--- src/design/pfc_pkg.sv ---
package pfc_pkg;

    // square geometry and letter coding
    localparam int NumRows    = 5;
    localparam int NumCols    = 5;
    localparam int LetterW    = 5;
    localparam int IdxW       = 3;
    localparam int RowW       = NumCols * LetterW;
    localparam int CfgAddrW   = 3;
    localparam int DataW      = 16;
    localparam int InUserW    = 1;
    localparam int OutUserW   = 1;

    typedef logic [LetterW-1:0]                            letter_t;
    typedef logic [IdxW-1:0]                               idx_t;
    typedef logic [RowW-1:0]                               key_row_t;
    typedef logic [NumRows-1:0][NumCols-1:0][LetterW-1:0]  square_t;

    // configuration register indexes
    typedef enum logic [CfgAddrW-1:0] {
        REG_KEY_ROW0 = 3'd0,
        REG_KEY_ROW1 = 3'd1,
        REG_KEY_ROW2 = 3'd2,
        REG_KEY_ROW3 = 3'd3,
        REG_KEY_ROW4 = 3'd4
    } cfg_reg_t;

    // reset square: P J S A B / C D F E T / Y X W V U / Z G H K L / I R O M N
    localparam key_row_t KeyRow0Rst = 25'd1067311;
    localparam key_row_t KeyRow1Rst = 25'd20059234;
    localparam key_row_t KeyRow2Rst = 25'd21682936;
    localparam key_row_t KeyRow3Rst = 25'd11869401;
    localparam key_row_t KeyRow4Rst = 25'd14039592;

    localparam idx_t LastIdx = idx_t'(NumRows - 1);

    // mode encoding on the input tuser bit
    localparam logic ModeEncrypt = 1'b0;
    localparam logic ModeDecrypt = 1'b1;

    // position of a letter in the square
    typedef struct packed {
        logic found;
        idx_t row;
        idx_t col;
    } pfc_pos_t;

    // one step around the square, forward on encrypt, backward on decrypt
    function automatic idx_t step_idx(input idx_t idx, input logic mode);
        idx_t res;
        if (mode == ModeDecrypt) begin
            res = (idx == '0) ? LastIdx : idx - idx_t'(1);
        end else begin
            res = (idx == LastIdx) ? '0 : idx + idx_t'(1);
        end
        return res;
    endfunction

endpackage

--- src/design/pfc_locate.sv ---
module pfc_locate (
    input  pfc_pkg::square_t  square,
    input  pfc_pkg::letter_t  letter,
    output pfc_pkg::pfc_pos_t pos
);
    import pfc_pkg::*;

    // parallel compare against all cells, first match in row-major order wins
    always_comb begin
        pos = '0;
        for (int r = NumRows - 1; r >= 0; r--) begin
            for (int c = NumCols - 1; c >= 0; c--) begin
                if (square[r][c] == letter) begin
                    pos.found = 1'b1;
                    pos.row   = idx_t'(r);
                    pos.col   = idx_t'(c);
                end
            end
        end
    end

endmodule

--- src/design/playfair_digraph_cipher.sv ---
// playfair digraph cipher over a 5x5 key square held in five config rows
// an input beat goes into the input register, then the result register; the lookup and shift lie between
// throughput: one pair per cycle while the result channel does not stall
// reset: aresetn synchronous active low; clears both stage valids and loads the
// default key square into the five row registers
module playfair_digraph_cipher (
    input  logic                         aclk,
    input  logic                         aresetn,
    // config write port
    input  logic                         cfg_wr_en,
    input  logic [pfc_pkg::CfgAddrW-1:0] cfg_addr,
    input  logic [pfc_pkg::RowW-1:0]     cfg_wr_data,
    // input channel
    input  logic                         s_axis_tvalid,
    output logic                         s_axis_tready,
    input  logic [pfc_pkg::DataW-1:0]    s_axis_tdata,   // first_letter[4:0], second_letter[9:5]
    input  logic [pfc_pkg::InUserW-1:0]  s_axis_tuser,   // mode[0]
    // result channel
    output logic                         m_axis_tvalid,
    input  logic                         m_axis_tready,
    output logic [pfc_pkg::DataW-1:0]    m_axis_tdata,   // out_first[4:0], out_second[9:5]
    output logic [pfc_pkg::OutUserW-1:0] m_axis_tuser    // not_in_square[0]
);
    import pfc_pkg::*;

    square_t  key_reg;

    logic     in_valid_reg;
    logic     in_mode_reg;
    letter_t  in_first_reg;
    letter_t  in_second_reg;

    logic     out_valid_reg;
    letter_t  out_first_reg;
    letter_t  out_second_reg;
    logic     out_miss_reg;

    logic     out_adv;
    logic     in_adv;

    pfc_pos_t pos_a;
    pfc_pos_t pos_b;
    letter_t  out_first_next;
    letter_t  out_second_next;
    logic     out_miss_next;

    // stage flow control
    assign out_adv       = !out_valid_reg || m_axis_tready;
    assign in_adv        = !in_valid_reg || out_adv;
    assign s_axis_tready = in_adv;

    // key square rows
    always_ff @(posedge aclk) begin
        if (!aresetn) begin
            key_reg[0] <= KeyRow0Rst;
            key_reg[1] <= KeyRow1Rst;
            key_reg[2] <= KeyRow2Rst;
            key_reg[3] <= KeyRow3Rst;
            key_reg[4] <= KeyRow4Rst;
        end else if (cfg_wr_en) begin
            unique case (cfg_addr)
                REG_KEY_ROW0: key_reg[0] <= cfg_wr_data;
                REG_KEY_ROW1: key_reg[1] <= cfg_wr_data;
                REG_KEY_ROW2: key_reg[2] <= cfg_wr_data;
                REG_KEY_ROW3: key_reg[3] <= cfg_wr_data;
                REG_KEY_ROW4: key_reg[4] <= cfg_wr_data;
                default: ;
            endcase
        end
    end

    // input register
    always_ff @(posedge aclk) begin
        if (!aresetn) begin
            in_valid_reg <= 1'b0;
        end else if (in_adv) begin
            in_valid_reg <= s_axis_tvalid;
        end
    end

    always_ff @(posedge aclk) begin
        if (in_adv && s_axis_tvalid) begin
            in_mode_reg   <= s_axis_tuser[0];
            in_first_reg  <= s_axis_tdata[LetterW-1:0];
            in_second_reg <= s_axis_tdata[2*LetterW-1:LetterW];
        end
    end

    // locate both letters
    pfc_locate u_locate_a (
        .square (key_reg),
        .letter (in_first_reg),
        .pos    (pos_a)
    );

    pfc_locate u_locate_b (
        .square (key_reg),
        .letter (in_second_reg),
        .pos    (pos_b)
    );

    // playfair rules: same row, same column, rectangle; a miss flag when a letter is not in the square
    always_comb begin
        out_first_next  = '0;
        out_second_next = '0;
        out_miss_next   = 1'b0;
        priority if (!pos_a.found || !pos_b.found) begin
            out_miss_next = 1'b1;
        end else if (pos_a.row == pos_b.row) begin
            out_first_next  = key_reg[pos_a.row][step_idx(pos_a.col, in_mode_reg)];
            out_second_next = key_reg[pos_b.row][step_idx(pos_b.col, in_mode_reg)];
        end else if (pos_a.col == pos_b.col) begin
            out_first_next  = key_reg[step_idx(pos_a.row, in_mode_reg)][pos_a.col];
            out_second_next = key_reg[step_idx(pos_b.row, in_mode_reg)][pos_b.col];
        end else begin
            out_first_next  = key_reg[pos_a.row][pos_b.col];
            out_second_next = key_reg[pos_b.row][pos_a.col];
        end
    end

    // result register
    always_ff @(posedge aclk) begin
        if (!aresetn) begin
            out_valid_reg <= 1'b0;
        end else if (out_adv) begin
            out_valid_reg <= in_valid_reg;
        end
    end

    always_ff @(posedge aclk) begin
        if (out_adv && in_valid_reg) begin
            out_first_reg  <= out_first_next;
            out_second_reg <= out_second_next;
            out_miss_reg   <= out_miss_next;
        end
    end

    assign m_axis_tvalid = out_valid_reg;
    assign m_axis_tdata  = {(DataW - 2*LetterW)'(0), out_second_reg, out_first_reg};
    assign m_axis_tuser  = out_miss_reg;

    // a pending pair moves into the result register whenever that register frees up
    assert property (@(posedge aclk) disable iff (!aresetn)
        in_valid_reg && out_adv |=> out_valid_reg)
        else $error("pending pair not moved to result register");

    // a full pipe with a stalled result must not take another beat
    assert property (@(posedge aclk) disable iff (!aresetn)
        in_valid_reg && out_valid_reg && !m_axis_tready |-> !s_axis_tready)
        else $error("input accepted while both stages are full");

    // a missing letter gives zero letters
    assert property (@(posedge aclk) disable iff (!aresetn)
        m_axis_tvalid && m_axis_tuser[0] |-> m_axis_tdata[2*LetterW-1:0] == '0)
        else $error("letters not zero on a missing letter");

    // reset empties the result stage
    assert property (@(posedge aclk)
        !aresetn |=> !m_axis_tvalid)
        else $error("result valid after reset");

endmodule
--- config.mk ---
export PLATFORM = sky130hd
export DESIGN_NAME = playfair_digraph_cipher
export DESIGN_NICKNAME = d
export VERILOG_FILES = /design/src/design/pfc_pkg.sv /design/src/design/pfc_locate.sv /design/src/design/playfair_digraph_cipher.sv
export SDC_FILE = /design/constraint.sdc
export NUM_CORES = 1
export LEC_CHECK = 0
export ABC_AREA = 1
export ABC_CLOCK_PERIOD_IN_PS = 4480
export BUFFER_PORTS_ARGS = -buffer_cell sky130_fd_sc_hd__buf_2
export CORE_UTILIZATION = 45
export DETAILED_ROUTE_END_ITERATION = 10
export PLACE_DENSITY_LB_ADDON = 0.08
export SLEW_MARGIN = 40
export SYNTH_ARGS = -nofsm -noshare
export SYNTH_HDL_FRONTEND = slang
export SYNTH_SLANG_ARGS = --single-unit
export TNS_END_PERCENT = 30
--- constraint.sdc ---
create_clock -name aclk -period 4.48 [get_ports aclk]
set_clock_uncertainty 0.1 [all_clocks]
set_input_delay 0.896 -clock aclk [delete_from_list [all_inputs] [get_ports aclk]]
set_output_delay 0.896 -clock aclk [all_outputs]
set_load 0.005 [all_outputs]
* Yosys cells after proc, flatten, opt, wreduce, memory -nomap -nowiden *
Cells that the tools add are included.

cells by class
  div/mod/pow operators = 0
  equality and inequality tests = 60
  bitwise logic cells = 0
  $add $sub $neg = 8
  shifts and indexed selects = 0
  multiplexer cells = 97
  $mul = 0
  magnitude comparators = 8
  reductions and logical operators = 19

operator list
  kind                 number
  $mux 7               50
  $bmux 25 s3          4
  $eq 5x5->1           50
  $mux 25              4
  $bmux 5 s3           6
  $mux 3               22
  $mux 5               10
  $lt 3x4->1 const B   8
  $eq 3x3->1 const B   5
  $logic_not 3->1      5
  $add 3x1->3 const B  4
  $sub 3x1->3 const B  4
  $reduce_and 2->1     5
  $eq 3x2->1 const B   2
  $eq 3x3->1           2
  $logic_not 1->1      4
  $eq 3x1->1 const B   1
  $logic_or 1x1->1     3
  $logic_and 1x1->1    2
  $mux 1               1

word-level totals
  memory bits (read-only) = 0
  latch bits = 0
  bits of input ports = 50
  register bits after elaboration = 149
  memories = 0
  output and inout bits = 19
  bits in writable memories = 0
  logic and storage cells = 225

* Logic depth before layout (Yosys ltp) *
  depth in word-level cells = 38
  gate-level depth with buffers = 41
  depth with buffers taken out = 38

* Hierarchy *
Synthesis repeated with hierarchy kept, for this count alone.

unflattened totals
  cells, all modules = 2627
  area, all modules = 15482.3 µm²

by module, submodules not included
  module                   cells an instance  times used  sequential area each (µm²)  area each (µm²)
  playfair_digraph_cipher  1941               1           3203.1                      11468.5
  pfc_locate               343                2           0.0                         2006.9

* Least setup slack after synthesis *
No wires, ideal clock.

  path type = reg-to-reg
  start point = register in_second_reg[4]
  end point = register out_second_reg[2], data pin
  required time = 4.131 ns
  buffers on the path = 5
  cell stages (with the launch flop) = 30
  period minus slack after synthesis = 3.977 ns
  setup slack = 0.503 ns
  setup time = 0.249 ns
  data arrival time = 3.628 ns
  cells stage by stage = edfxtp_1 -> buf_4 -> buf_6 -> xor2_1 -> nor4_2 -> inv_1 -> nand2_1 -> nor2_4 -> nor3_2 -> inv_1 -> buf_2 -> buf_2 -> ha_1 -> nor2_1 -> nand2_1 -> a22oi_2 -> inv_2 -> buf_2 -> nand2_1 -> nand2_1 -> nand3_1 -> nand2_1 -> nand2_1 -> nand2_1 -> nand2_1 -> nand2_1 -> nand2_1 -> nand2_1 -> nand2_1 -> inv_1

on the way
  word-level cells in the longest chain between the ends = 38
  elaborated cells between the ends (all ways) = 85
  those cells by class = add/sub (4); eq/ne (29); mux (48); reduce/logical (4)

RTL lines
  element                                    RTL line                        RTL
  from (decl)                                playfair_digraph_cipher.sv:31   letter_t in_second_reg;
  from (signal assigned)                     playfair_digraph_cipher.sv:85   in_second_reg <= s_axis_tdata[2*LetterW-1:LetterW];
  $eq 5x5->1                                 pfc_locate.sv:13                if (square[r][c] == letter) begin
  $mux 7 (24 in a row)                       pfc_locate.sv:13
  $mux 7 *                                   pfc_locate.sv:13
  $add 3x1->3, or another cell as far along  pfc_pkg.sv:54                   res = (idx == LastIdx) ? '0 : idx + idx_t'(1);
  $mux 3 (on tied branches)                  pfc_pkg.sv:54, pfc_pkg.sv:52
  $mux 3                                     pfc_pkg.sv:51                   if (mode == ModeDecrypt) begin
  $mux 3                                     playfair_digraph_cipher.sv:112  end else if (pos_a.col == pos_b.col) begin
  $mux 3                                     playfair_digraph_cipher.sv:109  end else if (pos_a.row == pos_b.row) begin
  $mux 3                                     playfair_digraph_cipher.sv:107  priority if (!pos_a.found || !pos_b.found) begin
  $bmux 25 s3                                playfair_digraph_cipher.sv:114  out_second_next = key_reg[step_idx(pos_b.row, in_mode_reg)][pos_b.col];
  $mux 25 (implied by the code)              playfair_digraph_cipher.sv:114
  $bmux 5 s3                                 playfair_digraph_cipher.sv:114
  $mux 5 (implied by the code)               playfair_digraph_cipher.sv:114
  $mux 5                                     playfair_digraph_cipher.sv:112
  $mux 5                                     playfair_digraph_cipher.sv:109
  to (signal assigned)                       playfair_digraph_cipher.sv:133  out_second_reg <= out_second_next;
  to (decl)                                  playfair_digraph_cipher.sv:35   letter_t out_second_reg;

Every way passes the cells marked *; elsewhere a longest branch is shown, timed or not. The select of a mux whose other input is x is not followed.
A chain may end at the register's enable or synchronous reset.

* Worst setup path after layout *
  start point = register in_second_reg[3]
  end point = register out_second_reg[0], data pin

Same word-level chain as after synthesis.

==> flow_summary_export.csv <==
group,metric,value,unit
run_status,outcome,"completed",
timing,fin_ws,0.01852,ns
die,io_pins,69,
timing,clock.fmax,224.1,MHz
clock_network,cts_htree_levels,4,
routing,routed-via-count,20206,
synth,mappedNetlistArea,0.01604,mm^2
power,leakagePower,8.777,nW
synth,synth.top_cell.area_share,0.1952,
clock_network,cts.reportedPaths.clkPinSlew,0.07,ns
clock_network,root_buffer,"clkbuf_16",
layout,final_core_util,0.5401,
min_path,holdCritPathClass,"register to register",
synth,netlist.top_cell.by_area,"nand2_1",
layout,num-fill-cells,3629,
run,drv_cap,0,
layout,antenna-diode-count,0,
global_route,grt_remaining_overflow,0,
worst_setup_path,path_depth_of_the_worst_reg2reg_path,34,
global_route,largest_net_degree_at_the_start_of_global_routing,56,
synth,yosys.cell_types.count,49,
worst_setup_path,worstPathRequired,4.72,ns
min_path,hold-path-cell-count,2,
die,design.die.area,0.03639,mm^2
worst_setup_path,critPathMaxFanout,8,
clock_network,clkSinkCount,149,
clock_network,ctsLongestPathBuffers,2,
layout,area_growth_syn_to_layout,17.21,%
timing,timing.final.crit_share,0.9959,
global_route,first_global_vias,18471,
synth,synthTopCellsByArea,"nand2_1 (20%), dfxtp_1 (16%), nand3_1 (7.8%)",
synth,synthCells,2744,
routing,post-route-drc-count,0,
die,initial_utilization,0.4608,
layout,nNetsFinal,2882,
worst_setup_path,critical_path.max_stage_delay,0.44,ns
layout,drive_gt1_frac,0.1508,
worst_setup_path,slowest_cell_on_the_critical_path,"edfxtp_1",
synth,synth.yosys.seq_area_share,0.1998,
place,place_congestion,1.087,
place,dpl.hpwl,59400,um
layout,multi_input_area,0.01111,mm^2
clock_network,clkLatencyLatePin,0.47,ns
global_route,gr-max-usage-layer,"met2",
global_route,grt_first_pass_wirelength,120500,um
worst_setup_path,arrival,4.70,ns
global_route,grt.total_usage,0.4566,
routing,initialDrtViolationCount,2551,
clock_network,tritoncts.num_buffers,17,
routing,route.detailed.wl_per_inst,25.73,um
timing,timing.final.crit_period,4.461,ns
timing,worst_pin_slew,0.8608,ns
worst_setup_path,timing.critical_path.mode_cell,"nand2_1",
power,finalPower,8.147,mW
timing,total_of_endpoints_with_negative_setup_slack_in_the_final_report,0,
global_route,global_route.usage.met1,0.5687,
die,die_width,190.8,um
worst_setup_path,setup.worst_path.end_class,"register",
routing,detail_route.first_pass.iterations,6,
routing,via_per_inst,6.147,
routing,totalWireLength,84580,um
synth,yosys-top-cells-count,"nand2_1 (834), nand3_1 (251), o21ai_0 (236)",
power,power.ir.vdd_worst,0.3573,mV
die,placeableCoreArea,0.03480,mm^2
synth,most_used_dff_post_synth,"dfxtp_1",
clock_network,cts_tree,"done",
worst_setup_path,critPathKind,"register to register",
place,preCtsSetupSlack,-0.02384,ns
routing,drt.antenna.violating_nets,0,
die,floorplan.rows,68,
place,placement.io_buffers,56,
synth,postSynth.asyncResetShare,0,
timing,finalSetupTns,0,ns
layout,largest_register_ffs,125,
global_route,groute.layer.met2.usage,0.6754,
timing,final-hold-violation-count,0,
worst_setup_path,timing.critical_path.from_type,"register",
synth,yosys.cell_count.top_type,"nand2_1",
power,power.density_cell_area,433.5,mW/mm^2
synth,synth_enable_flop_cells,22,
global_route,grt_use_met3,0.1343,
timing,max-slew-margin-rel,0.4200,
synth,yosysWarnings,0,
global_route,antenna_found_initial,1,
die,fp.dieH,190.8,um
synth,ys_ff_latch,149,
timing,grt_setup_unrepaired,"yes",
timing,fin_max_slew_vios,0,
layout,layout.area.seq,0.003203,mm^2
synth,syn_avg_cell_area,5.844,um^2
final cells by class:
class / count / area share
multi-input combinational: 2151 / 0.5909
sequential: 149 / 0.1704
clock inverter: 11 / 0.007189
tap: 455 / 0.03029
inverter: 239 / 0.04939
clock buffer: 21 / 0.02563
timing repair buffer: 261 / 0.1261
cell families (layout without fill, tap and decap cells):
family                     count (synthesis)  after routing  share of synthesized area
adders and majority gates                 13             13                    0.01014
DFF                                      149            149                     0.1998
AOI/OAI and AO/OA                        560            560                     0.1951
buffers and inverters                    449            532                     0.1279
and+or+nand+nor                         1393           1393                     0.3691
other                                      1              6                  0.0002339
xor gates and xnor gates                 179            179                    0.09777
metrics by stage:
stage / hold slack [ns] / instances / area [um^2]
after global placement: 0.3578 / 3227 / 17390
after CTS: 0.3861 / 3262 / 18060
after global routing: 0.4179 / 3287 / 18800
after detailed placement: 0.3752 / 3227 / 17390
final: 0.3835 / 3287 / 18800
after floorplan: 0.3509 / 2749 / 16050
path summary, 6_finish.rpt:
path / startpoint / endpoint / slack, ns
max: in_second_reg[3]$_DFFE_PP_ / out_second_reg[0]$_SDFFCE_PP0P_ / 0.02
min: in_valid_reg$_SDFFE_PN0N_ / m_axis_tvalid$_SDFFE_PN0P_ / 0.38
max reg2reg: in_second_reg[3]$_DFFE_PP_ / out_second_reg[0]$_SDFFCE_PP0P_ / 0.02
min reg2reg: in_valid_reg$_SDFFE_PN0N_ / m_axis_tvalid$_SDFFE_PN0P_ / 0.38
critical path: cells and delay by family, from the launching register on:
kind | cells | cell delay (ns)
AND/OR/NAND/NOR | 27 | 2.70
buffers and inverters | 6 | 0.89
adder cells (fa/ha/maj) | 1 | 0.18
flip-flops | 1 | 0.44
per-layer routing:
metal / part of all wire / wire length, um
met5: 0 / 0
met4: 0.083 / 6990
met3: 0.13 / 11230
met2: 0.41 / 34500
met1: 0.38 / 31860
where the power goes:
part	internal [mW]	switching, mW	leakage (nW)
combinational	1.70	3.33	7.22
sequential	1.43	0.0819	1.25
clock	0.897	0.704	0.306
placed cells by master (no fill, tap or decap), drive strengths merged:
| cell type | Yosys | layout |
|---|---|---|
| a211oi | 10 | 10 |
| or2 | 2 | 2 |
| clkbuf | 91 | 28 |
| o21ai | 279 | 279 |
| a21boi | 2 | 2 |
| nand3b | 7 | 7 |
| conb | 1 | 6 |
| nand2 | 841 | 841 |
| bufinv | 0 | 2 |
| xor2 | 58 | 58 |
| o22ai | 4 | 4 |
| a22oi | 1 | 1 |
| a31oi | 10 | 10 |
| nand2b | 2 | 2 |
| a32o | 1 | 1 |
| o211ai | 82 | 82 |
| xnor2 | 121 | 121 |
| nor4 | 3 | 3 |
| dfxtp | 127 | 127 |
| nor3 | 21 | 21 |
| o221ai | 12 | 12 |
| and2 | 1 | 1 |
| ha | 13 | 13 |
| nand4 | 53 | 53 |
| o21bai | 2 | 2 |
| edfxtp | 22 | 22 |
| clkinvlp | 0 | 4 |
| nor2 | 201 | 201 |
| nand3 | 262 | 262 |
| o32ai | 2 | 2 |
| buf | 119 | 254 |
| o2111ai | 1 | 1 |
| inv | 234 | 237 |
| clkinv | 5 | 7 |
| a21oi | 154 | 154 |
repair_timing:
action                                  in CTS  in global routing
endpoints found under the setup margin       9                 10
pin swaps                                    1                 29
hold buffers                                 0                  0
cloned                                       0                  9
setup buffers                                3                 16
gates resized for setup                      6                117
Note: power is estimated with default switching activity, not from simulation.
